$ cat src/hw/rtl/ndt_pkg.sv
// ----------------------------------------------------------------------------
// ndt_pkg
// Shared types and constants of the network device table.
// ----------------------------------------------------------------------------
package ndt_pkg;

	// table geometry
	localparam int MaxDevices   = 16;
	localparam int MaxEndpoints = 8;
	localparam int DevIdxW      = 4;   // slot index
	localparam int EpIdxW       = 3;   // endpoint position
	localparam int CountW       = 5;   // device count, 0..MaxDevices
	localparam int EpCntW       = 4;   // endpoint count, 0..MaxEndpoints
	localparam int EpAddrW      = DevIdxW + EpIdxW;
	localparam int CopyPtrW     = EpAddrW + 1;
	localparam int EpWordW      = 12;  // {kind, value}

	// operation codes
	localparam logic [2:0] OP_JOIN     = 3'd0;
	localparam logic [2:0] OP_IDX_LOOK = 3'd1;
	localparam logic [2:0] OP_TYPE_LOOK = 3'd2;
	localparam logic [2:0] OP_EP_WRITE = 3'd3;
	localparam logic [2:0] OP_EP_LOOK  = 3'd4;
	localparam logic [2:0] OP_REMOVE   = 3'd5;

	// device kinds
	localparam logic [1:0] KIND_UNDEF = 2'd0;
	localparam logic [1:0] KIND_COORD = 2'd1;
	localparam logic [1:0] KIND_UPPER = 2'd2;
	localparam logic [1:0] KIND_LOWER = 2'd3;

	// register indexes
	localparam logic [2:0] REG_JOIN_CMD   = 3'd0;
	localparam logic [2:0] REG_COORD_ID   = 3'd1;
	localparam logic [2:0] REG_COORD_EP   = 3'd2;
	localparam logic [2:0] REG_UPPER_CODE = 3'd3;
	localparam logic [2:0] REG_LOWER_CODE = 3'd4;
	localparam logic [2:0] REG_JOIN_KIND  = 3'd5;

	typedef struct packed {
		logic [7:0]  join_cmd;
		logic [15:0] coord_id;
		logic [7:0]  coord_ep;
		logic [7:0]  upper_code;
		logic [7:0]  lower_code;
		logic [3:0]  join_kind;
	} ndt_cfg_t;

	// controller -> datapath
	typedef struct packed {
		logic load;
		logic idx_inc;
		logic hit;
		logic ins_coord;
		logic ins_new;
		logic full_rej;
		logic ep_write;
		logic remove;
		logic ep_rd;
		logic ep_chk;
		logic copy_step;
		logic out_load;
	} ndt_cmd_t;

	// datapath -> controller
	typedef struct packed {
		logic [2:0] op;
		logic cmd_match;
		logic count_zero;
		logic table_full;
		logic idx_end;
		logic id_match;
		logic ep_end;
		logic ep_match;
		logic remove_ok;
		logic copy_done;
		logic out_free;
	} ndt_sts_t;

endpackage

$ cat src/hw/rtl/ndt_ram.sv
// ----------------------------------------------------------------------------
// ndt_ram
// Generic single-write, single-read RAM with registered read data.
// ----------------------------------------------------------------------------
module ndt_ram #(
	parameter int WIDTH = 12,
	parameter int DEPTH = 128
) (
	input  logic                     clk,
	input  logic                     we,
	input  logic [$clog2(DEPTH)-1:0] waddr,
	input  logic [WIDTH-1:0]         wdata,
	input  logic [$clog2(DEPTH)-1:0] raddr,
	output logic [WIDTH-1:0]         rdata
);

	logic [WIDTH-1:0] mem_q [DEPTH];

	// write port and registered read
	always_ff @(posedge clk) begin
		if (we) begin
			mem_q[waddr] <= wdata;
		end
		rdata <= mem_q[raddr];
	end

endmodule

$ cat src/hw/rtl/ndt_datapath.sv
// ----------------------------------------------------------------------------
// ndt_datapath
// Device registers, endpoint RAM, search pointers and result/output register.
// ----------------------------------------------------------------------------
module ndt_datapath (
	input  logic             clk,
	input  logic             arst_n,
	input  ndt_pkg::ndt_cfg_t cfg,
	input  logic [55:0]      s_tdata,
	input  ndt_pkg::ndt_cmd_t cmd,
	output ndt_pkg::ndt_sts_t sts,
	input  logic             m_tready,
	output logic             m_tvalid,
	output logic [23:0]      m_tdata,
	output logic [ndt_pkg::CountW-1:0] dev_count
);

	localparam int DW = ndt_pkg::DevIdxW;
	localparam int CW = ndt_pkg::CountW;
	localparam int PW = ndt_pkg::CopyPtrW;

	// captured input word
	logic [2:0]  op_q;
	logic [7:0]  cmd_id_q;
	logic [15:0] nid_q;
	logic [7:0]  rep_q;
	logic [7:0]  epv_q;
	logic [3:0]  epk_q;
	logic [DW-1:0] slot_q;
	logic [ndt_pkg::EpIdxW-1:0] eps_q;

	// device table
	logic [15:0] ids_q   [ndt_pkg::MaxDevices];
	logic [1:0]  kinds_q [ndt_pkg::MaxDevices];
	logic [ndt_pkg::EpCntW-1:0] epcnt_q [ndt_pkg::MaxDevices];
	logic [CW-1:0] count_q;

	// pointers and results
	logic [CW-1:0] idx_q;
	logic [ndt_pkg::EpCntW-1:0] j_q;
	logic [PW-1:0] rd_q;
	logic [PW-1:0] end_q;
	logic          pend_s1;
	logic [PW-1:0] wa_s1;
	logic          found_q;
	logic [DW-1:0] fidx_q;
	logic [1:0]    fkind_q;
	logic [7:0]    fep_q;
	logic          rej_q;
	logic          out_valid_q;
	logic [23:0]   out_data_q;

	// endpoint RAM signals
	logic          ram_we;
	logic [ndt_pkg::EpAddrW-1:0] ram_waddr;
	logic [ndt_pkg::EpWordW-1:0] ram_wdata;
	logic [ndt_pkg::EpAddrW-1:0] ram_raddr;
	logic [ndt_pkg::EpWordW-1:0] ram_rdata;

	logic [1:0]    new_kind;
	logic          epw_ok;
	logic [DW-1:0] cnt_idx;

	ndt_ram #(.WIDTH(ndt_pkg::EpWordW), .DEPTH(ndt_pkg::MaxDevices * ndt_pkg::MaxEndpoints))
	u_ep_ram (
		.clk   (clk),
		.we    (ram_we),
		.waddr (ram_waddr),
		.wdata (ram_wdata),
		.raddr (ram_raddr),
		.rdata (ram_rdata)
	);

	assign cnt_idx = count_q[DW-1:0];
	assign epw_ok  = ({1'b0, slot_q} < count_q);

	// kind of a newly joined device
	always_comb begin
		if (rep_q == cfg.upper_code) begin
			new_kind = ndt_pkg::KIND_UPPER;
		end else if (rep_q == cfg.lower_code) begin
			new_kind = ndt_pkg::KIND_LOWER;
		end else begin
			new_kind = ndt_pkg::KIND_UNDEF;
		end
	end

	// RAM write and read address selection
	always_comb begin
		ram_we    = 1'b0;
		ram_waddr = wa_s1[ndt_pkg::EpAddrW-1:0];
		ram_wdata = ram_rdata;
		if (pend_s1) begin
			ram_we = 1'b1;
		end else if (cmd.ins_coord) begin
			ram_we    = 1'b1;
			ram_waddr = '0;
			ram_wdata = {cfg.join_kind, cfg.coord_ep};
		end else if (cmd.ins_new) begin
			ram_we    = 1'b1;
			ram_waddr = {cnt_idx, {ndt_pkg::EpIdxW{1'b0}}};
			ram_wdata = {cfg.join_kind, epv_q};
		end else if (cmd.ep_write && epw_ok) begin
			ram_we    = 1'b1;
			ram_waddr = {slot_q, eps_q};
			ram_wdata = {epk_q, epv_q};
		end
		if (cmd.ep_rd) begin
			ram_raddr = {fidx_q, j_q[ndt_pkg::EpIdxW-1:0]};
		end else begin
			ram_raddr = rd_q[ndt_pkg::EpAddrW-1:0];
		end
	end

	// status toward the controller
	always_comb begin
		sts.op         = op_q;
		sts.cmd_match  = (cmd_id_q == cfg.join_cmd);
		sts.count_zero = (count_q == '0);
		sts.table_full = (count_q >= CW'(ndt_pkg::MaxDevices));
		sts.idx_end    = (idx_q >= count_q);
		sts.id_match   = (ids_q[idx_q[DW-1:0]] == nid_q);
		sts.ep_end     = (j_q >= epcnt_q[fidx_q]);
		sts.ep_match   = (ram_rdata[ndt_pkg::EpWordW-1:8] == epk_q);
		sts.remove_ok  = epw_ok;
		sts.copy_done  = (rd_q >= end_q) && !pend_s1;
		sts.out_free   = !out_valid_q || m_tready;
	end

	// input capture (payload, no reset)
	always_ff @(posedge clk) begin
		if (cmd.load) begin
			op_q     <= s_tdata[2:0];
			cmd_id_q <= s_tdata[10:3];
			nid_q    <= s_tdata[26:11];
			rep_q    <= s_tdata[34:27];
			epv_q    <= s_tdata[42:35];
			epk_q    <= s_tdata[46:43];
			slot_q   <= s_tdata[50:47];
			eps_q    <= s_tdata[53:51];
		end
	end

	// device table entries
	always_ff @(posedge clk) begin
		if (cmd.ins_coord) begin
			ids_q[0]   <= cfg.coord_id;
			kinds_q[0] <= ndt_pkg::KIND_COORD;
			epcnt_q[0] <= ndt_pkg::EpCntW'(1);
		end else if (cmd.ins_new) begin
			ids_q[cnt_idx]   <= nid_q;
			kinds_q[cnt_idx] <= new_kind;
			epcnt_q[cnt_idx] <= ndt_pkg::EpCntW'(1);
		end else if (cmd.ep_write && epw_ok) begin
			if (epcnt_q[slot_q] < ndt_pkg::EpCntW'(ndt_pkg::MaxEndpoints)) begin
				epcnt_q[slot_q] <= epcnt_q[slot_q] + 1'b1;
			end
		end else if (cmd.remove && epw_ok) begin
			for (int i = 0; i < ndt_pkg::MaxDevices - 1; i++) begin
				if ((DW'(i) >= slot_q) && (CW'(i + 1) < count_q)) begin
					ids_q[i]   <= ids_q[i+1];
					kinds_q[i] <= kinds_q[i+1];
					epcnt_q[i] <= epcnt_q[i+1];
				end
			end
		end
	end

	// count and control pointers
	always_ff @(posedge clk or negedge arst_n) begin
		if (!arst_n) begin
			count_q     <= '0;
			pend_s1     <= 1'b0;
			out_valid_q <= 1'b0;
		end else begin
			if (cmd.ins_coord) begin
				count_q <= CW'(1);
			end else if (cmd.ins_new) begin
				count_q <= count_q + 1'b1;
			end else if (cmd.remove && epw_ok) begin
				count_q <= count_q - 1'b1;
			end
			if (cmd.copy_step) begin
				pend_s1 <= (rd_q < end_q);
			end else begin
				pend_s1 <= 1'b0;
			end
			if (cmd.out_load) begin
				out_valid_q <= 1'b1;
			end else if (m_tready) begin
				out_valid_q <= 1'b0;
			end
		end
	end

	// search, copy pointers and result fields
	always_ff @(posedge clk) begin
		if (cmd.load) begin
			idx_q   <= '0;
			j_q     <= '0;
			found_q <= 1'b0;
			fidx_q  <= '0;
			fkind_q <= ndt_pkg::KIND_UNDEF;
			fep_q   <= '0;
			rej_q   <= 1'b0;
		end else begin
			if (cmd.idx_inc) begin
				idx_q <= idx_q + 1'b1;
			end
			if (cmd.hit) begin
				fidx_q  <= idx_q[DW-1:0];
				fkind_q <= kinds_q[idx_q[DW-1:0]];
				found_q <= (op_q != ndt_pkg::OP_EP_LOOK);
			end
			if (cmd.ins_coord) begin
				fkind_q <= ndt_pkg::KIND_COORD;
			end
			if (cmd.ins_new) begin
				fidx_q  <= cnt_idx;
				fkind_q <= new_kind;
			end
			if (cmd.full_rej || ((cmd.ep_write || cmd.remove) && !epw_ok)) begin
				rej_q <= 1'b1;
			end
			if (cmd.ep_chk) begin
				if (sts.ep_match) begin
					found_q <= 1'b1;
					fep_q   <= ram_rdata[7:0];
				end else begin
					j_q <= j_q + 1'b1;
				end
			end
		end
		// removal: set up the endpoint block copy
		if (cmd.remove) begin
			rd_q  <= PW'({1'b0, slot_q} + 1'b1) << ndt_pkg::EpIdxW;
			end_q <= PW'(count_q) << ndt_pkg::EpIdxW;
		end else if (cmd.copy_step && (rd_q < end_q)) begin
			rd_q <= rd_q + 1'b1;
		end
		if (cmd.copy_step) begin
			wa_s1 <= rd_q - PW'(ndt_pkg::MaxEndpoints);
		end
		if (cmd.out_load) begin
			out_data_q <= {3'b000, count_q, rej_q, fep_q, fkind_q, fidx_q, found_q};
		end
	end

	assign m_tvalid  = out_valid_q;
	assign m_tdata   = out_data_q;
	assign dev_count = count_q;

endmodule

$ cat src/hw/rtl/ndt_ctrl.sv
// ----------------------------------------------------------------------------
// ndt_ctrl
// Sequencer: dispatch, linear search, endpoint scan, removal copy, output.
// ----------------------------------------------------------------------------
module ndt_ctrl (
	input  logic              clk,
	input  logic              arst_n,
	input  logic              s_tvalid,
	output logic              s_tready,
	input  ndt_pkg::ndt_sts_t sts,
	output ndt_pkg::ndt_cmd_t cmd
);

	typedef enum logic [6:0] {
		S_IDLE  = 7'b0000001,
		S_DISP  = 7'b0000010,
		S_SRCH  = 7'b0000100,
		S_EPRD  = 7'b0001000,
		S_EPCHK = 7'b0010000,
		S_COPY  = 7'b0100000,
		S_FIN   = 7'b1000000
	} state_t;

	state_t state_q, state_d;

	// next state and commands
	always_comb begin
		state_d  = state_q;
		cmd      = '0;
		s_tready = 1'b0;
		case (state_q)
			S_IDLE: begin
				s_tready = 1'b1;
				if (s_tvalid) begin
					cmd.load = 1'b1;
					state_d  = S_DISP;
				end
			end
			S_DISP: begin
				case (sts.op)
					ndt_pkg::OP_JOIN: begin
						if (!sts.cmd_match) begin
							state_d = S_FIN;
						end else if (sts.count_zero) begin
							cmd.ins_coord = 1'b1;
							state_d       = S_FIN;
						end else begin
							state_d = S_SRCH;
						end
					end
					ndt_pkg::OP_IDX_LOOK, ndt_pkg::OP_TYPE_LOOK, ndt_pkg::OP_EP_LOOK: begin
						state_d = S_SRCH;
					end
					ndt_pkg::OP_EP_WRITE: begin
						cmd.ep_write = 1'b1;
						state_d      = S_FIN;
					end
					ndt_pkg::OP_REMOVE: begin
						cmd.remove = 1'b1;
						state_d    = sts.remove_ok ? S_COPY : S_FIN;
					end
					default: state_d = S_FIN;
				endcase
			end
			S_SRCH: begin
				if (sts.idx_end) begin
					if (sts.op == ndt_pkg::OP_JOIN) begin
						cmd.full_rej = sts.table_full;
						cmd.ins_new  = !sts.table_full;
					end
					state_d = S_FIN;
				end else if (sts.id_match) begin
					cmd.hit = 1'b1;
					state_d = (sts.op == ndt_pkg::OP_EP_LOOK) ? S_EPRD : S_FIN;
				end else begin
					cmd.idx_inc = 1'b1;
				end
			end
			S_EPRD: begin
				if (sts.ep_end) begin
					state_d = S_FIN;
				end else begin
					cmd.ep_rd = 1'b1;
					state_d   = S_EPCHK;
				end
			end
			S_EPCHK: begin
				cmd.ep_chk = 1'b1;
				state_d    = sts.ep_match ? S_FIN : S_EPRD;
			end
			S_COPY: begin
				cmd.copy_step = 1'b1;
				if (sts.copy_done) begin
					state_d = S_FIN;
				end
			end
			S_FIN: begin
				if (sts.out_free) begin
					cmd.out_load = 1'b1;
					state_d      = S_IDLE;
				end
			end
			default: state_d = S_IDLE;
		endcase
	end

	always_ff @(posedge clk or negedge arst_n) begin
		if (!arst_n) begin
			state_q <= S_IDLE;
		end else begin
			state_q <= state_d;
		end
	end

endmodule

$ cat src/hw/rtl/network_device_table.sv
// ----------------------------------------------------------------------------
// network_device_table
// Table of up to 16 network devices with endpoint lists and six operations.
// ----------------------------------------------------------------------------
// Input stream (s_tvalid/s_tready/s_tdata): one word per operation. Output
// stream (m_tvalid/m_tready/m_tdata): exactly one result word per input word,
// in order. Registers are to be written by the user over the APB port only
// while the block is idle; the block itself does not enforce this. One word
// is worked at a time: it is accepted in the idle state, dispatched, and its
// result is registered in the output register in the finish state. The device
// search scans the entries in order until an ID matches or the count is
// reached; an endpoint lookup reads and checks the endpoints of the found
// device in turn until one matches; a removal copies the endpoint RAM one
// entry per cycle, 8 entries per device above the removed slot. Removing
// slot 0 of a full table takes the longest.
// The next word is taken as soon as the result is loaded in the output
// register, even if the receiver has not taken it yet; a stalled receiver
// holds m_tdata and, once the next result is ready, s_tready stays low.
// Reset empties the table (count zero) and loads the register defaults; the
// endpoint RAM needs no clearing pass.
// ----------------------------------------------------------------------------
module network_device_table (
	input  logic        clk,
	input  logic        arst_n,
	input  logic        s_tvalid,
	output logic        s_tready,
	// op[2:0] command_id[10:3] network_id[26:11] report_byte[34:27]
	// endpoint_value[42:35] endpoint_kind[46:43] slot_index[50:47]
	// endpoint_slot[53:51]
	input  logic [55:0] s_tdata,
	output logic        m_tvalid,
	input  logic        m_tready,
	// found[0] found_index[4:1] device_kind[6:5] found_endpoint[14:7]
	// rejected[15] device_count[20:16]
	output logic [23:0] m_tdata,
	input  logic        psel,
	input  logic        penable,
	input  logic        pwrite,
	input  logic [4:0]  paddr,
	input  logic [31:0] pwdata,
	output logic [31:0] prdata,
	output logic        pready
);

	ndt_pkg::ndt_cfg_t cfg_q;
	ndt_pkg::ndt_cmd_t cmd;
	ndt_pkg::ndt_sts_t sts;
	logic [ndt_pkg::CountW-1:0] dev_count;
	logic cfg_wr;

	assign pready = 1'b1;
	assign cfg_wr = psel && penable && pwrite;

	// configuration registers
	always_ff @(posedge clk or negedge arst_n) begin
		if (!arst_n) begin
			cfg_q.join_cmd   <= 8'd0;
			cfg_q.coord_id   <= 16'd0;
			cfg_q.coord_ep   <= 8'd1;
			cfg_q.upper_code <= 8'd1;
			cfg_q.lower_code <= 8'd2;
			cfg_q.join_kind  <= 4'd0;
		end else if (cfg_wr) begin
			case (paddr[4:2])
				ndt_pkg::REG_JOIN_CMD:   cfg_q.join_cmd   <= pwdata[7:0];
				ndt_pkg::REG_COORD_ID:   cfg_q.coord_id   <= pwdata[15:0];
				ndt_pkg::REG_COORD_EP:   cfg_q.coord_ep   <= pwdata[7:0];
				ndt_pkg::REG_UPPER_CODE: cfg_q.upper_code <= pwdata[7:0];
				ndt_pkg::REG_LOWER_CODE: cfg_q.lower_code <= pwdata[7:0];
				ndt_pkg::REG_JOIN_KIND:  cfg_q.join_kind  <= pwdata[3:0];
				default: ;
			endcase
		end
	end

	// register read back
	always_comb begin
		case (paddr[4:2])
			ndt_pkg::REG_JOIN_CMD:   prdata = {24'd0, cfg_q.join_cmd};
			ndt_pkg::REG_COORD_ID:   prdata = {16'd0, cfg_q.coord_id};
			ndt_pkg::REG_COORD_EP:   prdata = {24'd0, cfg_q.coord_ep};
			ndt_pkg::REG_UPPER_CODE: prdata = {24'd0, cfg_q.upper_code};
			ndt_pkg::REG_LOWER_CODE: prdata = {24'd0, cfg_q.lower_code};
			ndt_pkg::REG_JOIN_KIND:  prdata = {28'd0, cfg_q.join_kind};
			default:                 prdata = 32'd0;
		endcase
	end

	ndt_ctrl u_ctrl (
		.clk      (clk),
		.arst_n   (arst_n),
		.s_tvalid (s_tvalid),
		.s_tready (s_tready),
		.sts      (sts),
		.cmd      (cmd)
	);

	ndt_datapath u_dp (
		.clk       (clk),
		.arst_n    (arst_n),
		.cfg       (cfg_q),
		.s_tdata   (s_tdata),
		.cmd       (cmd),
		.sts       (sts),
		.m_tready  (m_tready),
		.m_tvalid  (m_tvalid),
		.m_tdata   (m_tdata),
		.dev_count (dev_count)
	);

	// table never holds more than its capacity
	a_count_max: assert property (@(posedge clk) disable iff (!arst_n)
		dev_count <= ndt_pkg::CountW'(ndt_pkg::MaxDevices))
		else $error("device count above capacity");

	// one word at a time: no accept right after an accept
	a_one_word: assert property (@(posedge clk) disable iff (!arst_n)
		(s_tvalid && s_tready) |=> !s_tready)
		else $error("input accepted while a word is in work");

	// a rejected operation never reports a hit
	a_rej_no_hit: assert property (@(posedge clk) disable iff (!arst_n)
		(m_tvalid && m_tdata[15]) |-> !m_tdata[0])
		else $error("rejected result with found set");

	// a loaded result always reflects the current count
	a_out_count: assert property (@(posedge clk) disable iff (!arst_n)
		cmd.out_load |=> (m_tdata[20:16] == dev_count))
		else $error("result count mismatch");

endmodule
$ cat config.mk
export PLATFORM = sky130hd
export DESIGN_NAME = network_device_table
export DESIGN_NICKNAME = d
export VERILOG_FILES = /design/src/hw/rtl/ndt_pkg.sv /design/src/hw/rtl/ndt_ram.sv /design/src/hw/rtl/ndt_datapath.sv /design/src/hw/rtl/ndt_ctrl.sv /design/src/hw/rtl/network_device_table.sv
export SDC_FILE = /design/constraint.sdc
export NUM_CORES = 2
export LEC_CHECK = 0
export ABC_CLOCK_PERIOD_IN_PS = 5300
export BUFFER_PORTS_ARGS = -buffer_cell sky130_fd_sc_hd__buf_2
export CORE_MARGIN = 4
export CORE_UTILIZATION = 50
export DETAILED_ROUTE_END_ITERATION = 12
export HOLD_SLACK_MARGIN = 0.02
export PLACE_DENSITY = 0.76
export SKIP_CTS_REPAIR_TIMING = 1
export SLEW_MARGIN = 0
export SYNTH_ARGS = -nofsm -noshare
export SYNTH_HDL_FRONTEND = slang
export SYNTH_SLANG_ARGS = --single-unit
$ cat constraint.sdc
create_clock -name clk -period 5.3 [get_ports clk]
set_input_delay 0.795 -clock clk [delete_from_list [all_inputs] [get_ports clk]]
set_output_delay 0.795 -clock clk [all_outputs]
set_load 0.005 [all_outputs]
==> impl_metrics.py <==
metrics = {
    "run_status": {
        "run_status": "complete, no violations",
    },
    "synthesis": {
        "synth_edf_count": 1980,
        "avgSynthCellArea_um2": 14.60,
        "ys_seq_area_share_pct": 70.38,
        "synthCells": 6048,
        "synthFlopType": "edfxtp_1",
        "async_flop_share_pct": 3.146,
        "syn_area_um2": 88310,
        "ys_warn_count": 0,
        "ys_types": 81,
        "synth-seq-cells": 2098,
    },
    "grt": {
        "grt_remaining_overflow": 0,
        "grt_pass1_wl_mm": 352.2,
        "antenna_found_initial": 11,
        "grt_max_degree": 129,
        "grt_pass1_vias": 53920,
        "grt_use_total_pct": 25.43,
    },
    "critical_path": {
        "cpLargestDelayFamily": "multiplexers",
        "worstSetupPathType": "register to register",
        "crit_top_cell": "buf_4",
        "slowest_delay_ns": 0.54,
        "critPathCaptureType": "register",
        "start_kind": "register",
        "crit_arrival_ns": 5.92,
        "reg2reg_slack_ns": 0.11,
        "critPathSlowestCell": "mux4_2",
        "critPathRequiredTime_ns": 6.03,
        "crit_chain": "buf_12 -> mux4_2 -> mux4_2 -> inv_1 -> ha_1 -> a211o_1 -> a31oi_2 -> o21ai_2 -> buf_4 -> mux2i_4 -> buf_4 -> buf_16 -> buf_4 -> mux2i_1 -> o221ai_1 -> a31oi_2 -> o32ai_1 -> and4_1",
        "worst-path-max-fanout": 35,
        "cp.buffers_inverters": 6,
    },
    "power_and_ir_drop": {
        "power_density_nw_per_um2": 393.9,
        "p_leak_nw": 36.50,
        "p_total_mw": 39.79,
        "ir_drop_v": 0.0003289,
    },
    "detailed_routing": {
        "num_vias": 55360,
        "wl_per_cell_um": 27.02,
        "via_per_inst": 6.225,
        "drt_drc_violations_left": 0,
        "routed_wl_mm": 240.3,
        "ant_nets": 0,
        "first_pass_iters": 6,
        "drt_iter0_markers": 6954,
    },
    "sta": {
        "relSlewSlack_pct": 13.72,
        "fin_crit_sh_pct": 97.95,
        "drv_slew": 0,
        "max_freq_ghz": 0.1926,
        "clock_skew_ns": 0.05459,
        "hold_violations": 0,
        "fin_ws_ns": 0.1089,
        "hold_ws_ns": 0.1122,
        "worstMarginPinSlew_ns": 1.284,
        "finalSetupViolCount": 0,
        "period_minus_slack_ns": 5.191,
    },
    "clocking": {
        "cts_tree": "yes",
        "cts_buffers": 197,
        "clockBufferDepth": 3,
        "cts-root-buf": "clkbuf_16",
        "clk_latency_ns": 0.84,
        "clock_sinks": 2098,
        "clkSlewWorstSetupHoldPaths_ns": 0.06,
        "htreeDepth": 4,
    },
    "floorplan": {
        "io_pins": 159,
        "start_util_pct": 50.53,
        "die-area_um2": 183400,
        "die_w_um": 428.3,
        "core_um2": 174800,
        "row_count": 153,
        "die_y_um": 428.3,
    },
    "placement": {
        "dpl_worst_slack_ns": -0.2635,
        "place_congestion": 0.9313,
        "dpl_cell_area_um2": 94380,
        "port_buffers": 118,
        "hpwl_mm": 151.6,
    },
    "finish": {
        "final_cell_area_um2": 101000,
        "drive_gt1_share_pct": 20.41,
        "fin_util_pct": 57.80,
        "area_growth_pct": 14.38,
        "nets": 6535,
    },
    "hold_path": {
        "hp-class": "input port to async pin",
    },
    "job": {
        "maxCapViolCount": 0,
    },
}
[metal layers]
layer  GRT usage, %  routed length [um]
met1          32.77               87320
met4          13.06               13430
met5              0                  27
met3          4.946               23020
met2          41.27              116500
[registers in the layout, summed over array words and instances (netlist names), 4 cells and up, named ones only]
| name | flops |
|---|---|
| cfg_q | 52 |
| u_ctrl.state_q | 7 |
| u_dp.cmd_id_q | 8 |
| u_dp.dev_count | 5 |
| u_dp.end_q | 5 |
| u_dp.epcnt_q | 64 |
| u_dp.epk_q | 4 |
| u_dp.epv_q | 8 |
| u_dp.fep_q | 8 |
| u_dp.fidx_q | 4 |
| u_dp.ids_q | 256 |
| u_dp.idx_q | 5 |
| u_dp.j_q | 4 |
| u_dp.kinds_q | 32 |
| u_dp.m_tdata | 21 |
| u_dp.nid_q | 16 |
| u_dp.rd_q | 8 |
| u_dp.rep_q | 8 |
| u_dp.slot_q | 4 |
| u_dp.u_ep_ram.mem_q | 1536 |
| u_dp.u_ep_ram.rdata | 12 |
| u_dp.wa_s1 | 7 |
[worst paths after layout]
check,cells after the start,startpoint,to
hold reg to reg,0,u_dp.fkind_q[0],u_dp.m_tdata[5]
setup / recovery,18,register,u_dp.u_ep_ram.rdata[9]
setup reg to reg,18,register,u_dp.u_ep_ram.rdata[9]
hold / removal,1,arst_n,cfg_q[6]
min in group clk,1,s_tdata[17],u_dp.nid_q[6]
max in group asynchronous,1,arst_n,cfg_q[39]
[cell usage after synthesis (92+ instances only)]
library cell	instances	area share, %
mux2i_1	397	4.5
o21ai_0	107	0.61
clkbuf_1	267	1.1
a311oi_1	92	0.91
mux4_2	121	3.1
nand3_1	324	1.8
nor2_1	216	0.92
nand2_1	1124	4.8
mux2_2	274	3.5
o22ai_1	103	0.73
a31oi_1	105	0.74
edfxtp_1	1980	67
[worst register-to-register path: cells and delay by family, from the launching register on]
| kind | cells | cell delay (ns) |
|---|---|---|
| AOI/OAI and AO/OA | 6 | 1.33 |
| adders and majority gates | 1 | 0.26 |
| buffers and inverters | 6 | 1.29 |
| DFF | 1 | 0.35 |
| muxes | 4 | 1.61 |
| and+or+nand+nor | 1 | 0.27 |
[report_power, final]
part / switching [mW] / total (mW) / internal [mW]
registers: 0.472 / 19.8 / 19.4
clock network: 6.19 / 13.9 / 7.76
logic: 3.90 / 6.00 / 2.10
total: 10.6 / 39.8 / 29.2
[layout by cell type (no fill, tap or decap), types with 14 or more instances in the layout]
master and instances:
edfxtp_1 1980, nand2_1 1123, mux2i_1 393, buf_4 390, nand3_1 324, mux2_2 273, nor2_1 213, clkbuf_16 204
mux4_2 121, buf_2 117, o22ai_1 103, a31oi_1 102, o21ai_0 98, o221ai_1 87, a311oi_1 82, dfrtp_1 62
a21oi_1 60, buf_12 53, dfxtp_1 49, and3_1 47, xnor2_1 44, clkinv_1 40, inv_1 38, o32ai_1 33
clkbuf_1 33, ha_1 32, clkinv_2 29, xor2_1 23, a21o_1 20, conb_1 20, nor3_1 17, nand4_1 16
a22oi_1 15, o22a_1 14
[stage by stage]
step                      instances  TNS [ns]
after global routing           8892  -0.07607
after detailed placement       8528    -2.651
after global placement         8528    -1.528
after floorplan                6066         0
after CTS                      8885    -2.753
final                          8893         0
[final cells by class]
cell class | instances | area, um^2
clock inverter | 115 | 1086
inverter | 41 | 153.9
fill | 12890 | 73760
timing repair buffer | 567 | 4736
antenna | 7 | 17.52
sequential | 2098 | 62160
multi-input combinational | 3498 | 24660
clock buffer | 242 | 5286
tap | 2325 | 2909
[kinds of logic (layout without fill, tap and decap cells)]
| group | after synthesis | count (layout) | synth area share, % |
|---|---|---|---|
| buffers and inverters | 470 | 965 | 2.335 |
| DFF | 2098 | 2098 | 70.38 |
| other | 2 | 27 | 0.008504 |
| and+or+nand+nor | 1851 | 1851 | 9.000 |
| adders and majority gates | 32 | 32 | 0.4534 |
| AOI/OAI and AO/OA | 727 | 727 | 5.825 |
| muxes | 801 | 801 | 11.33 |
| xor gates and xnor gates | 67 | 67 | 0.6645 |
(Power assumes the default switching activity.)
